## src/rtl/eyvm_pkg.sv

```systemverilog
`default_nettype none
package eyvm_pkg;

    localparam int TrigIterDefault = 16;
    localparam int AtanCount = 24;
    localparam logic signed [33:0] Q30HalfPi = 34'sd1686629713;
    localparam logic signed [33:0] Q30Pi = 34'sd3373259426;
    localparam logic signed [33:0] Q30One = 34'sd1073741824;
    localparam logic signed [33:0] GainInv = 34'sd652032874;
    localparam logic signed [31:0] OneQ16 = 32'sh0001_0000;

    typedef struct packed {
        logic signed [31:0] px;
        logic signed [31:0] py;
        logic signed [31:0] pz;
        logic signed [15:0] pitch;
        logic signed [15:0] yaw;
        logic signed [15:0] roll;
    } t_item;

    function automatic logic signed [33:0] atan_q30(input logic [4:0] i);
        logic signed [33:0] r;
        unique case (i)
            5'd0: r = 34'sh03243F6A8;
            5'd1: r = 34'sh01DAC6705;
            5'd2: r = 34'sh00FADBAFC;
            5'd3: r = 34'sh007F56EA6;
            5'd4: r = 34'sh003FEAB76;
            5'd5: r = 34'sh001FFD55B;
            5'd6: r = 34'sh000FFFAAA;
            5'd7: r = 34'sh0007FFF55;
            5'd8: r = 34'sh0003FFFEA;
            5'd9: r = 34'sh0001FFFFD;
            5'd10: r = 34'sh0000FFFFF;
            5'd11: r = 34'sh00007FFFF;
            5'd12: r = 34'sh00003FFFF;
            5'd13: r = 34'sh00001FFFF;
            5'd14: r = 34'sh00000FFFF;
            5'd15: r = 34'sh000007FFF;
            5'd16: r = 34'sh000003FFF;
            5'd17: r = 34'sh000001FFF;
            5'd18: r = 34'sh000000FFF;
            5'd19: r = 34'sh0000007FF;
            5'd20: r = 34'sh0000003FF;
            5'd21: r = 34'sh0000001FF;
            5'd22: r = 34'sh0000000FF;
            5'd23: r = 34'sh00000007F;
            default: r = '0;
        endcase
        return r;
    endfunction

endpackage
`default_nettype wire

```

## src/rtl/eyvm_front.sv

```systemverilog
`default_nettype none
module eyvm_front (
    input  wire logic           i_clk,
    input  wire logic           i_rst_n,
    input  wire logic           i_push,
    input  wire eyvm_pkg::t_item i_item,
    input  wire logic           i_pop,
    output logic                o_full,
    output logic                o_avail,
    output eyvm_pkg::t_item     o_item
);
    eyvm_pkg::t_item r_q [2];
    logic r_wp, r_rp;
    logic [1:0] r_cnt;

    always_ff @(posedge i_clk) begin
        if (!i_rst_n) begin
            r_wp <= 1'b0;
            r_rp <= 1'b0;
            r_cnt <= '0;
        end else begin
            if (i_push) r_wp <= ~r_wp;
            if (i_pop) r_rp <= ~r_rp;
            r_cnt <= r_cnt + {1'b0, i_push} - {1'b0, i_pop};
        end
        if (i_push) r_q[r_wp] <= i_item;
    end

    assign o_full = (r_cnt == 2'd2);
    assign o_avail = (r_cnt != 2'd0);
    assign o_item = r_q[r_rp];
endmodule
`default_nettype wire

```

## config.mk

```make
export PLATFORM = sky130hd
export DESIGN_NAME = eyvm_front
export DESIGN_NICKNAME = d
export VERILOG_FILES = /design/src/rtl/eyvm_pkg.sv /design/src/rtl/eyvm_front.sv
export SDC_FILE = /design/constraint.sdc
export NUM_CORES = 1
export LEC_CHECK = 0
export ABC_CLOCK_PERIOD_IN_PS = 6700
export BUFFER_PORTS_ARGS = -buffer_cell sky130_fd_sc_hd__buf_2
export CAP_MARGIN = 20
export CORE_ASPECT_RATIO = 0.8
export CORE_MARGIN = 1.5
export CORE_UTILIZATION = 47
export CTS_CLUSTER_DIAMETER = 60
export DETAILED_ROUTE_END_ITERATION = 10
export PLACE_DENSITY = 0.77
export SLEW_MARGIN = 0
export SYNTH_ARGS = -nofsm -noshare
export SYNTH_HDL_FRONTEND = slang
export SYNTH_SLANG_ARGS = --single-unit
```

## constraint.sdc

```tcl
create_clock -name i_clk -period 6.7 [get_ports i_clk]
set_input_delay 0.335 -clock i_clk [delete_from_list [all_inputs] [get_ports i_clk]]
set_output_delay 0.335 -clock i_clk [all_outputs]
set_load 0.01 [all_outputs]
```

==> impl_metrics.yaml, run 1 <==
clock_tree:
  clock_sinks: 293
  htree_num_levels: 1
  cts_made_buffers: 29
  clock_tree_from_tritoncts: "done"
  clkSlewWorstSetupHoldPaths_ps: 60
  clk_root_buffer_cell: "sky130_fd_sc_hd__clkbuf_16"
  post_cts_setup_buffer_count: 0
  ctsLongestPathBuffers: 3
  clk-insertion-delay-late_ps: 530
  cts-resized-gates: 0
  cts_hold_repair.buffers: 143
logic_synthesis:
  synth_most_common_cell: "sky130_fd_sc_hd__edfxtp_1"
  async_reset_ff_frac: 0
  synth_area_leaders: "sky130_fd_sc_hd__edfxtp_1, sky130_fd_sc_hd__mux2_2, sky130_fd_sc_hd__mux2_4, sky130_fd_sc_hd__dfxtp_1, sky130_fd_sc_hd__buf_6"
  count_of_state_elements_after_synthesis: 293
  syn_nets: 619
  ys.warnings.count: 0
  synth_top_cells_by_count: "sky130_fd_sc_hd__edfxtp_1, sky130_fd_sc_hd__mux2_2, sky130_fd_sc_hd__mux2_4"
  synthCells: 469
  post-synth-top-area-fraction: 0.7969
  synth_flop_cell: "sky130_fd_sc_hd__edfxtp_1"
  netlist_area_um2: 10850
  synth-edff-count: 288
  synth_top_cell_by_area: "sky130_fd_sc_hd__edfxtp_1"
  synthDistinctLibCells: 14
  ys_seq_area_frac: 0.8061
  syn_avg_cell_area_um2: 23.14
floorplan:
  die_x_um: 172.9
  fp.dieH_um: 138.9
  floorplan.core_area_um2: 22560
  start_util: 0.4810
  die_area_um2: 24020
  io_pins: 294
  floorplan.rows: 49
grt:
  gr-usage-all-layers: 0.1967
  grt_pass1_vias: 6601
  grt_remaining_overflow: 0
  grt_pass1_wl_mm: 36.59
  grt_max_degree: 69
  antenna_violations_before_repair: 1
placed_design:
  place.gp.congestion: 0.7310
  placement.io_buffers: 293
  post-place-ws_ps: 4142
  numPlacedInstances: 1058
  dp_hpwl_mm: 13.53
pwr:
  cellLeakagePower_nw: 5.815
  ir_worst_vdd_mv: 0.1977
  power.density_nw_per_um2: 282.0
timing:
  number_of_slew_limit_violations_in_the_final_report: 0
  final.hold.worst_slack_ps: 71.91
  share_of_the_cycle_needed_by_the_critical_path_after_routing: 0.4670
  transition_at_the_pin_with_the_smallest_max_transition_slack_ps: 950.2
  setup_slack_ps: 3571
  clock_skew_ps: 9.244
  max_clock_freq_mhz: 319.6
  maxSlewHeadroom: 0.3665
  timing_hold_violations_final: 0
  final.setup.tns_ps: 0
  period_needed_ps: 3129
  rsz0062_at_grt: "false"
  setup_viol_count_final: 0
layout:
  sequential_cell_area_in_the_final_layout_um2: 8752
  multiInputGateArea_um2: 1977
  final_nets: 1077
  num-fill-cells: 1484
  finish.cell_count_without_fillers: 1256
  flow.area_growth_from_synthesis_pct: 38.07
  drive_above_1_share: 0.5111
detailed_routing:
  routedWlPerCell_um: 19.18
  tritonroute_pass_1_iters: 4
  detail_route.drc_violations: 0
  num_vias: 6106
  final_antenna_net_count: 0
  drt_first_iter_violations: 388
  drt_wl_total_mm: 24.09
  avgViaCountPerCell: 4.861
hold_path:
  min_path_type: "primary input to register"
critical_path:
  setup.worst_path.start_class: "register"
  crit_type: "register to output pin"
  critical_path_arrival_ps: 2790
  worst-endpoint-required_ps: 6360
  timing.critical_path.to_type: "output pin"
  crit_fanout: 52
run_status:
  run_status: "finished clean"
run:
  maxCapViolations: 0
[cells by family (layout without fill, tap and decap cells)]
| logic type | Yosys count | in the layout | synth area share |
|---|---|---|---|
| DFF | 293 | 293 | 0.8061 |
| muxes | 144 | 144 | 0.1702 |
| buffers and inverters | 18 | 498 | 0.01268 |
| and+or+nand+nor | 9 | 9 | 0.005188 |
| adders and majority gates | 2 | 2 | 0.002305 |
| xor gates and xnor gates | 2 | 2 | 0.002882 |
| AOI/OAI and AO/OA | 1 | 1 | 0.0006920 |
| other | 0 | 1 | 0 |
[worst paths after layout]
check / cells after the start / slack (ps) / from / endpoint
setup / recovery: 3 / 3570 / register / o_item[19]
hold / removal: 2 / 70 / i_rst_n / register
setup reg to reg: 2 / 4640 / r_wp$_SDFFE_PN0P_ / r_q[0][83]$_DFFE_PP_
hold reg to reg: 2 / 580 / r_rp$_SDFFE_PN0P_ / register
[power by group]
part / leakage (nW) / internal [mW] / switching, mW
combinational: 2.62 / 0.272 / 0.236
clock: 0.446 / 0.904 / 0.651
sequential: 2.75 / 2.12 / 0.0400
total: 5.82 / 3.30 / 0.927
[flip-flops by register name, summed over array words and instances (netlist names), named ones only]
signal / cells
r_q: 288
r_cnt: 2
r_rp: 1
r_wp: 1
[area by class of cell]
type                            instances  share of cell area
Tap cell                              306             0.02555
Clock buffer                           33             0.04943
Multi-Input combinational cell        158              0.1319
Sequential cell                       293              0.5841
Clock inverter                         20             0.01127
Timing Repair Buffer                  443              0.1971
Inverter                                2           0.0005010
Antenna cell                            1           0.0001670
[metal layers]
| layer | global-route usage | vias to the layer above | share of wire |
|---|---|---|---|
| li1 | - | 2787 | - |
| met1 | 0.2375 | 3005 | 0.40 |
| met2 | 0.3425 | 272 | 0.50 |
| met3 | 0.05976 | 42 | 0.082 |
| met4 | 0.05767 | 0 | 0.022 |
| met5 | 0 | - | 0 |
[metrics by stage]
stage               utilization  power (mW)  area [µm²]
floorplan                     -       2.455       10860
global placement         0.5598       2.616       12630
detailed placement       0.5598       2.628       12630
CTS                      0.6636       4.236       14970
global route             0.6642       4.368       14980
finish                   0.6642       4.225       14980
[worst max-delay path, stage by stage, from the launching register on]
cell	delay, ps
sky130_fd_sc_hd__dfxtp_4	860
sky130_fd_sc_hd__buf_4	730
sky130_fd_sc_hd__mux2_2	440
sky130_fd_sc_hd__buf_2	150
[cell usage in the layout, fill, tap and decap left out]
master	netlist	final
sky130_fd_sc_hd__buf_2	8	293
sky130_fd_sc_hd__edfxtp_1	288	288
sky130_fd_sc_hd__dlygate4sd3_1	0	144
sky130_fd_sc_hd__mux2_2	84	84
sky130_fd_sc_hd__mux2_4	60	60
sky130_fd_sc_hd__clkbuf_16	0	29
sky130_fd_sc_hd__clkinv_1	0	11
sky130_fd_sc_hd__buf_4	0	6
sky130_fd_sc_hd__clkinv_2	0	4
sky130_fd_sc_hd__clkbuf_1	0	4
sky130_fd_sc_hd__dfxtp_1	5	4
sky130_fd_sc_hd__and2_1	4	3
sky130_fd_sc_hd__nor2b_1	4	3
sky130_fd_sc_hd__bufinv_16	0	3
sky130_fd_sc_hd__inv_1	2	2
sky130_fd_sc_hd__ha_1	2	2
sky130_fd_sc_hd__inv_6	0	2
sky130_fd_sc_hd__diode_2	0	1
sky130_fd_sc_hd__or2_2	1	1
sky130_fd_sc_hd__and2_4	0	1
sky130_fd_sc_hd__xor2_1	1	1
sky130_fd_sc_hd__nor2b_4	0	1
sky130_fd_sc_hd__o21a_1	1	1
sky130_fd_sc_hd__xnor3_1	1	1
sky130_fd_sc_hd__dfxtp_4	0	1
Note: power is estimated with default switching activity, not from simulation.
==> inputs of run 2 (changes only) <==
- ABC_CLOCK_PERIOD_IN_PS: 6700 -> 2700
- clock period: 6.7 -> 2.7 ns (I/O delays scaled with it)
==> run 2 against run 1 <==
  * Non-clock buffer count is 8 higher
  * Clock power rose by 130%
  * Critical endpoint is now o_item[2]
  * Total power rose by 140%
  * Sequential power rose by 150%
  * Largest power group unchanged
  * Global-route usage decreased by 0.12 points
  * Highest routed layer unchanged
  * Design area up 0.65%
  * Utilization grew 0.43 points
  * Count of clock-buffer cells in the layout rose by 3
  * Critical path depth stayed put
==> impl_metrics.yaml, run 2 (synthesis results as in run 1) <==
detailed_routing:
  drt_wl_total_mm: 23.53
  drt_first_iter_violations: 289
  num_vias: 6117
  routedWlPerCell_um: 18.63
  detail_route.drc_violations: 0
  final_antenna_net_count: 0
  tritonroute_pass_1_iters: 5
  avgViaCountPerCell: 4.843
timing:
  max_clock_freq_mhz: 442.8
  clock_skew_ps: 20.49
  setup_viol_count_final: 0
  rsz0062_at_grt: "false"
  setup_slack_ps: 441.7
  number_of_slew_limit_violations_in_the_final_report: 0
  maxSlewHeadroom: 0.5892
  transition_at_the_pin_with_the_smallest_max_transition_slack_ps: 616.2
  share_of_the_cycle_needed_by_the_critical_path_after_routing: 0.8364
  period_needed_ps: 2258
  timing_hold_violations_final: 0
critical_path:
  rr_endpoint: "r_wp$_SDFFE_PN0P_"
  worst_r2r_startpoint: "r_wp$_SDFFE_PN0P_"
  endpoint: "o_item[2]"
  timing.critical_path.to_type: "output pin"
  setup.worst_path.start_class: "register"
  worst-endpoint-required_ps: 2570
  setup.reg_to_reg.worst_slack_ps: 1020
  critical_path_arrival_ps: 2120
  crit_fanout: 32
  crit_type: "register to output pin"
  worstRegToRegCells: 4
pwr:
  cellLeakagePower_nw: 5.838
  power.clock.fraction: 0.348
  design_power_total_mw: 10.19
  ir_worst_vdd_mv: 0.6088
  internal_power_mw: 7.930
  power.share.switching: 0.2222
  power.density_nw_per_um2: 675.9
  seqPwrFrac: 0.525
  power_frac_comb: 0.127
  power_switching_mw: 2.265
run:
  maxCapViolations: 0
floorplan:
  die_area_um2: 24020
  floorplan.core_area_um2: 22560
  start_util: 0.4810
  floorplan.rows: 49
  die_x_um: 172.9
  fp.dieH_um: 138.9
  io_pins: 294
layout:
  flow.area_growth_from_synthesis_pct: 38.97
  reg.largest.list: "r_q: 288 flops, r_cnt: 2 flops"
  final_nets: 1084
  largest_register: "r_q"
  layout_commonest_cell: "sky130_fd_sc_hd__buf_2"
  largest_register_ff_count: 288
  finish.utilization: 0.6685
  drive_above_1_share: 0.5110
  final_cell_mix: "sky130_fd_sc_hd__buf_2, sky130_fd_sc_hd__edfxtp_1, sky130_fd_sc_hd__dlygate4sd3_1, sky130_fd_sc_hd__mux2_2, sky130_fd_sc_hd__mux2_4"
  num-fill-cells: 1483
placed_design:
  post-place-ws_ps: 971.3
  dp_hpwl_mm: 13.88
  place.gp.congestion: 0.7626
  placement.io_buffers: 293
hold_path:
  min_path_type: "primary input to register"
clock_tree:
  cts_hold_repair.buffers: 148
  clk_root_buffer_cell: "sky130_fd_sc_hd__clkbuf_16"
  htree_num_levels: 1
  clock_tree_from_tritoncts: "done"
  clk-insertion-delay-late_ps: 540
  cts-resized-gates: 0
  clkSlewWorstSetupHoldPaths_ps: 70
  clock_sinks: 293
  post_cts_setup_buffer_count: 0
  ctsLongestPathBuffers: 3
  cts_made_buffers: 28
grt:
  grt_max_degree: 80
  grt_remaining_overflow: 0
  antenna_violations_before_repair: 2
  gr-usage-all-layers: 0.1955
  grt_pass1_vias: 6752
  grt_pass1_wl_mm: 36.65
run_status:
  run_status: "finished clean"
run 2: routing by layer:
| metal | vias up | track usage | routed length, µm |
|---|---|---|---|
| met5 | - | 0 | 0 |
| met4 | 0 | 0.05767 | 541 |
| met3 | 42 | 0.05894 | 1987 |
| met2 | 288 | 0.3430 | 11700 |
| met1 | 2987 | 0.2339 | 9302 |
| li1 | 2800 | - | - |
run 2: cell type report:
class | instances | area [µm²] | area share
clock buffer | 36 | 752.0 | 0.04986
inverter | 2 | 7.507 | 0.0004978
clock inverter | 15 | 81.33 | 0.005392
tap | 306 | 382.9 | 0.02539
timing repair buffer | 451 | 3123 | 0.2071
multi-input combinational | 158 | 1977 | 0.1311
sequential | 293 | 8753 | 0.5804
antenna | 2 | 5.005 | 0.0003318
run 2: how the worst min path moves through the flow:
stage,startpoint,endpoint,depth (start not counted)
after CTS,i_item[68],r_q[1][68]$_DFFE_PP_,2
after global routing,i_item[26],r_q[1][26]$_DFFE_PP_,2
after global placement,i_item[58],r_q[0][58]$_DFFE_PP_,1
after detailed placement,i_item[74],r_q[0][74]$_DFFE_PP_,1
after floorplan,i_item[0],r_q[0][0]$_DFFE_PP_,0
final,i_item[24],r_q[1][24]$_DFFE_PP_,2
run 2: critical path, cell delays in order, from the launching register on:
cell and delay [ps]:
sky130_fd_sc_hd__dfxtp_4 700, sky130_fd_sc_hd__buf_4 360, sky130_fd_sc_hd__mux2_2 370, sky130_fd_sc_hd__buf_2 150
run 2: power by group through the flow:
stage | Combinational, mW | Clock, mW | Sequential (mW)
after global placement | 1.09 | 0 | 5.43
final | 1.29 | 3.55 | 5.35
after floorplan | 0.670 | 0 | 5.41
after detailed placement | 1.11 | 0 | 5.44
after global routing | 1.38 | 3.81 | 5.37
after CTS | 1.29 | 3.63 | 5.35
run 2: metrics by stage:
step	instance area (µm²)	cells	hold slack (ps)	TNS, ps
floorplan	10860	469	233.9	-26400
global placement	12760	1062	322.1	0
detailed placement	12760	1062	326.0	0
CTS	15080	1261	298.8	0
global route	15080	1263	301.3	0
finish	15080	1263	321.7	0
==> inputs of run 3 (changes only) <==
- ABC_CLOCK_PERIOD_IN_PS: 2700 -> 2100
- CORE_UTILIZATION: 47 -> 50
- PLACE_DENSITY: 0.77 -> 0.78
- clock period: 2.7 -> 2.1 ns (I/O delays scaled with it)
==> run 3 against run 2 <==
  * Die area down 5.9%
  * Sequential share of layout area about the same
  * Register-to-register slack worse by 540 ps
  * Combinational power up 32%
  * Global-route usage up 1.7 points
  * First-iteration DRC count up 41%
  * Flip-flop and latch count unchanged
  * Critical endpoint is now o_item[32]
==> impl_metrics.yaml, run 3 (synthesis results as in run 1) <==
timing:
  final.setup.tns_ps: 0
  share_of_the_cycle_needed_by_the_critical_path_after_routing: 0.9277
  setup_viol_count_final: 0
  period_needed_ps: 1948
  timing_hold_violations_final: 0
  transition_at_the_pin_with_the_smallest_max_transition_slack_ps: 513.5
  rsz0062_at_grt: "false"
  final.hold.worst_slack_ps: 295.4
  setup_slack_ps: 151.9
  clock_skew_ps: 10.94
  maxSlewHeadroom: 0.6576
  max_clock_freq_mhz: 513.3
  number_of_slew_limit_violations_in_the_final_report: 0
pwr:
  cellLeakagePower_nw: 5.872
  design_power_total_mw: 13.33
  ir_worst_vdd_mv: 0.6533
  power.density_nw_per_um2: 883.9
clock_tree:
  clk-insertion-delay-late_ps: 530
  clock_sinks: 293
  htree_num_levels: 1
  cts_made_buffers: 30
  clkSlewWorstSetupHoldPaths_ps: 60
  ctsLongestPathBuffers: 3
  clock_tree_from_tritoncts: "done"
  clk_root_buffer_cell: "sky130_fd_sc_hd__clkbuf_16"
grt:
  gr-usage-all-layers: 0.2129
  grt_max_degree: 82
  grt_remaining_overflow: 0
  grt_pass1_wl_mm: 36.62
  antenna_violations_before_repair: 1
  grt_pass1_vias: 6728
critical_path:
  timing.critical_path.to_type: "output pin"
  setup.worst_path.start_class: "register"
  crit_type: "register to output pin"
  worst-endpoint-required_ps: 2000
  critical_path_arrival_ps: 1840
  setup.reg_to_reg.worst_slack_ps: 480
  crit_fanout: 53
floorplan:
  fp.dieH_um: 134.8
  start_util: 0.5170
  die_area_um2: 22600
  io_pins: 294
  floorplan.core_area_um2: 20990
  floorplan.rows: 47
  die_x_um: 167.7
layout:
  final_nets: 1087
  multiInputGateArea_um2: 1977
  finish.utilization: 0.7182
  largest_register: "r_q"
  num-fill-cells: 1235
  sequential_cell_area_in_the_final_layout_um2: 8753
  finish.cell_count_without_fillers: 1230
  layout_commonest_cell: "sky130_fd_sc_hd__buf_2"
  reg.largest.list: "r_q: 288 flops, r_cnt: 2 flops"
  flow.area_growth_from_synthesis_pct: 38.93
  largest_register_ff_count: 288
  stdcell_area_um2: 15080
  drive_above_1_share: 0.5125
  final_cell_mix: "sky130_fd_sc_hd__buf_2, sky130_fd_sc_hd__edfxtp_1, sky130_fd_sc_hd__dlygate4sd3_1, sky130_fd_sc_hd__mux2_2, sky130_fd_sc_hd__mux2_4"
detailed_routing:
  routedWlPerCell_um: 19.92
  final_antenna_net_count: 0
  num_vias: 6241
  drt_wl_total_mm: 24.50
  avgViaCountPerCell: 5.074
  tritonroute_pass_1_iters: 4
  drt_first_iter_violations: 408
  detail_route.drc_violations: 0
placed_design:
  placement.io_buffers: 293
  post-place-ws_ps: 524.8
  dp_hpwl_mm: 14.30
  place.gp.congestion: 0.7818
  detailed_place.area_um2: 12680
  numPlacedInstances: 1024
run_status:
  run_status: "finished clean"
run:
  maxCapViolations: 0
hold_path:
  min_path_type: "primary input to register"
-- run 3: cell count changes in the layout (fill, tap and decap cells not counted) --
cell / delta
sky130_fd_sc_hd__clkbuf_16: +2
sky130_fd_sc_hd__buf_12: -3
sky130_fd_sc_hd__diode_2: -1
sky130_fd_sc_hd__inv_6: +1
sky130_fd_sc_hd__clkinv_1: -2
sky130_fd_sc_hd__buf_16: +1
sky130_fd_sc_hd__clkbuf_1: +3
sky130_fd_sc_hd__inv_8: +1
sky130_fd_sc_hd__clkinv_2: +1
sky130_fd_sc_hd__clkinvlp_4: -1
sky130_fd_sc_hd__buf_4: +3
sky130_fd_sc_hd__clkinv_8: -1
-- run 3: power by group --
part	total, mW	internal [mW]	switching [mW]	leakage, nW
Sequential	6.86	6.77	0.0945	2.75
Combinational	1.70	0.907	0.797	2.69
Clock	4.76	2.71	2.05	0.434
Total	13.3	10.4	2.94	5.87
-- run 3: final timing paths --
path	start	end	cells after the start
hold reg to reg	r_rp$_SDFFE_PN0P_	r_rp$_SDFFE_PN0P_	2
hold / removal	i_item[3]	r_q[1][3]$_DFFE_PP_	2
setup / recovery	register	o_item[32]	3
setup reg to reg	r_wp$_SDFFE_PN0P_	r_wp$_SDFFE_PN0P_	4
-- run 3: layout make-up --
class / instances / share of cell area
Sequential cell: 293 / 0.5805
Timing Repair Buffer: 452 / 0.2065
Multi-Input combinational cell: 158 / 0.1311
Clock buffer: 41 / 0.05394
Tap cell: 269 / 0.02232
Clock inverter: 14 / 0.004979
Inverter: 2 / 0.0004979
Antenna cell: 1 / 0.0001660
-- run 3: metal layers --
layer / track usage / routed length, µm
met1: 0.2529 / 9580
met4: 0.06456 / 629
met5: 0 / 0
met3: 0.05451 / 1922
met2: 0.3840 / 12370
-- run 3: critical path, stage by stage, from the launching register on --
cell,delay [ps]
sky130_fd_sc_hd__dfxtp_4,430
sky130_fd_sc_hd__buf_16,260
sky130_fd_sc_hd__mux2_2,400
sky130_fd_sc_hd__buf_2,150
-- run 3: repair_timing --
item,in CTS,in global routing
hold buffers,148,0
setup endpoints to repair,15,0
hold endpoints to repair,293,0
setup buffers,2,0
gates resized for setup,1,0
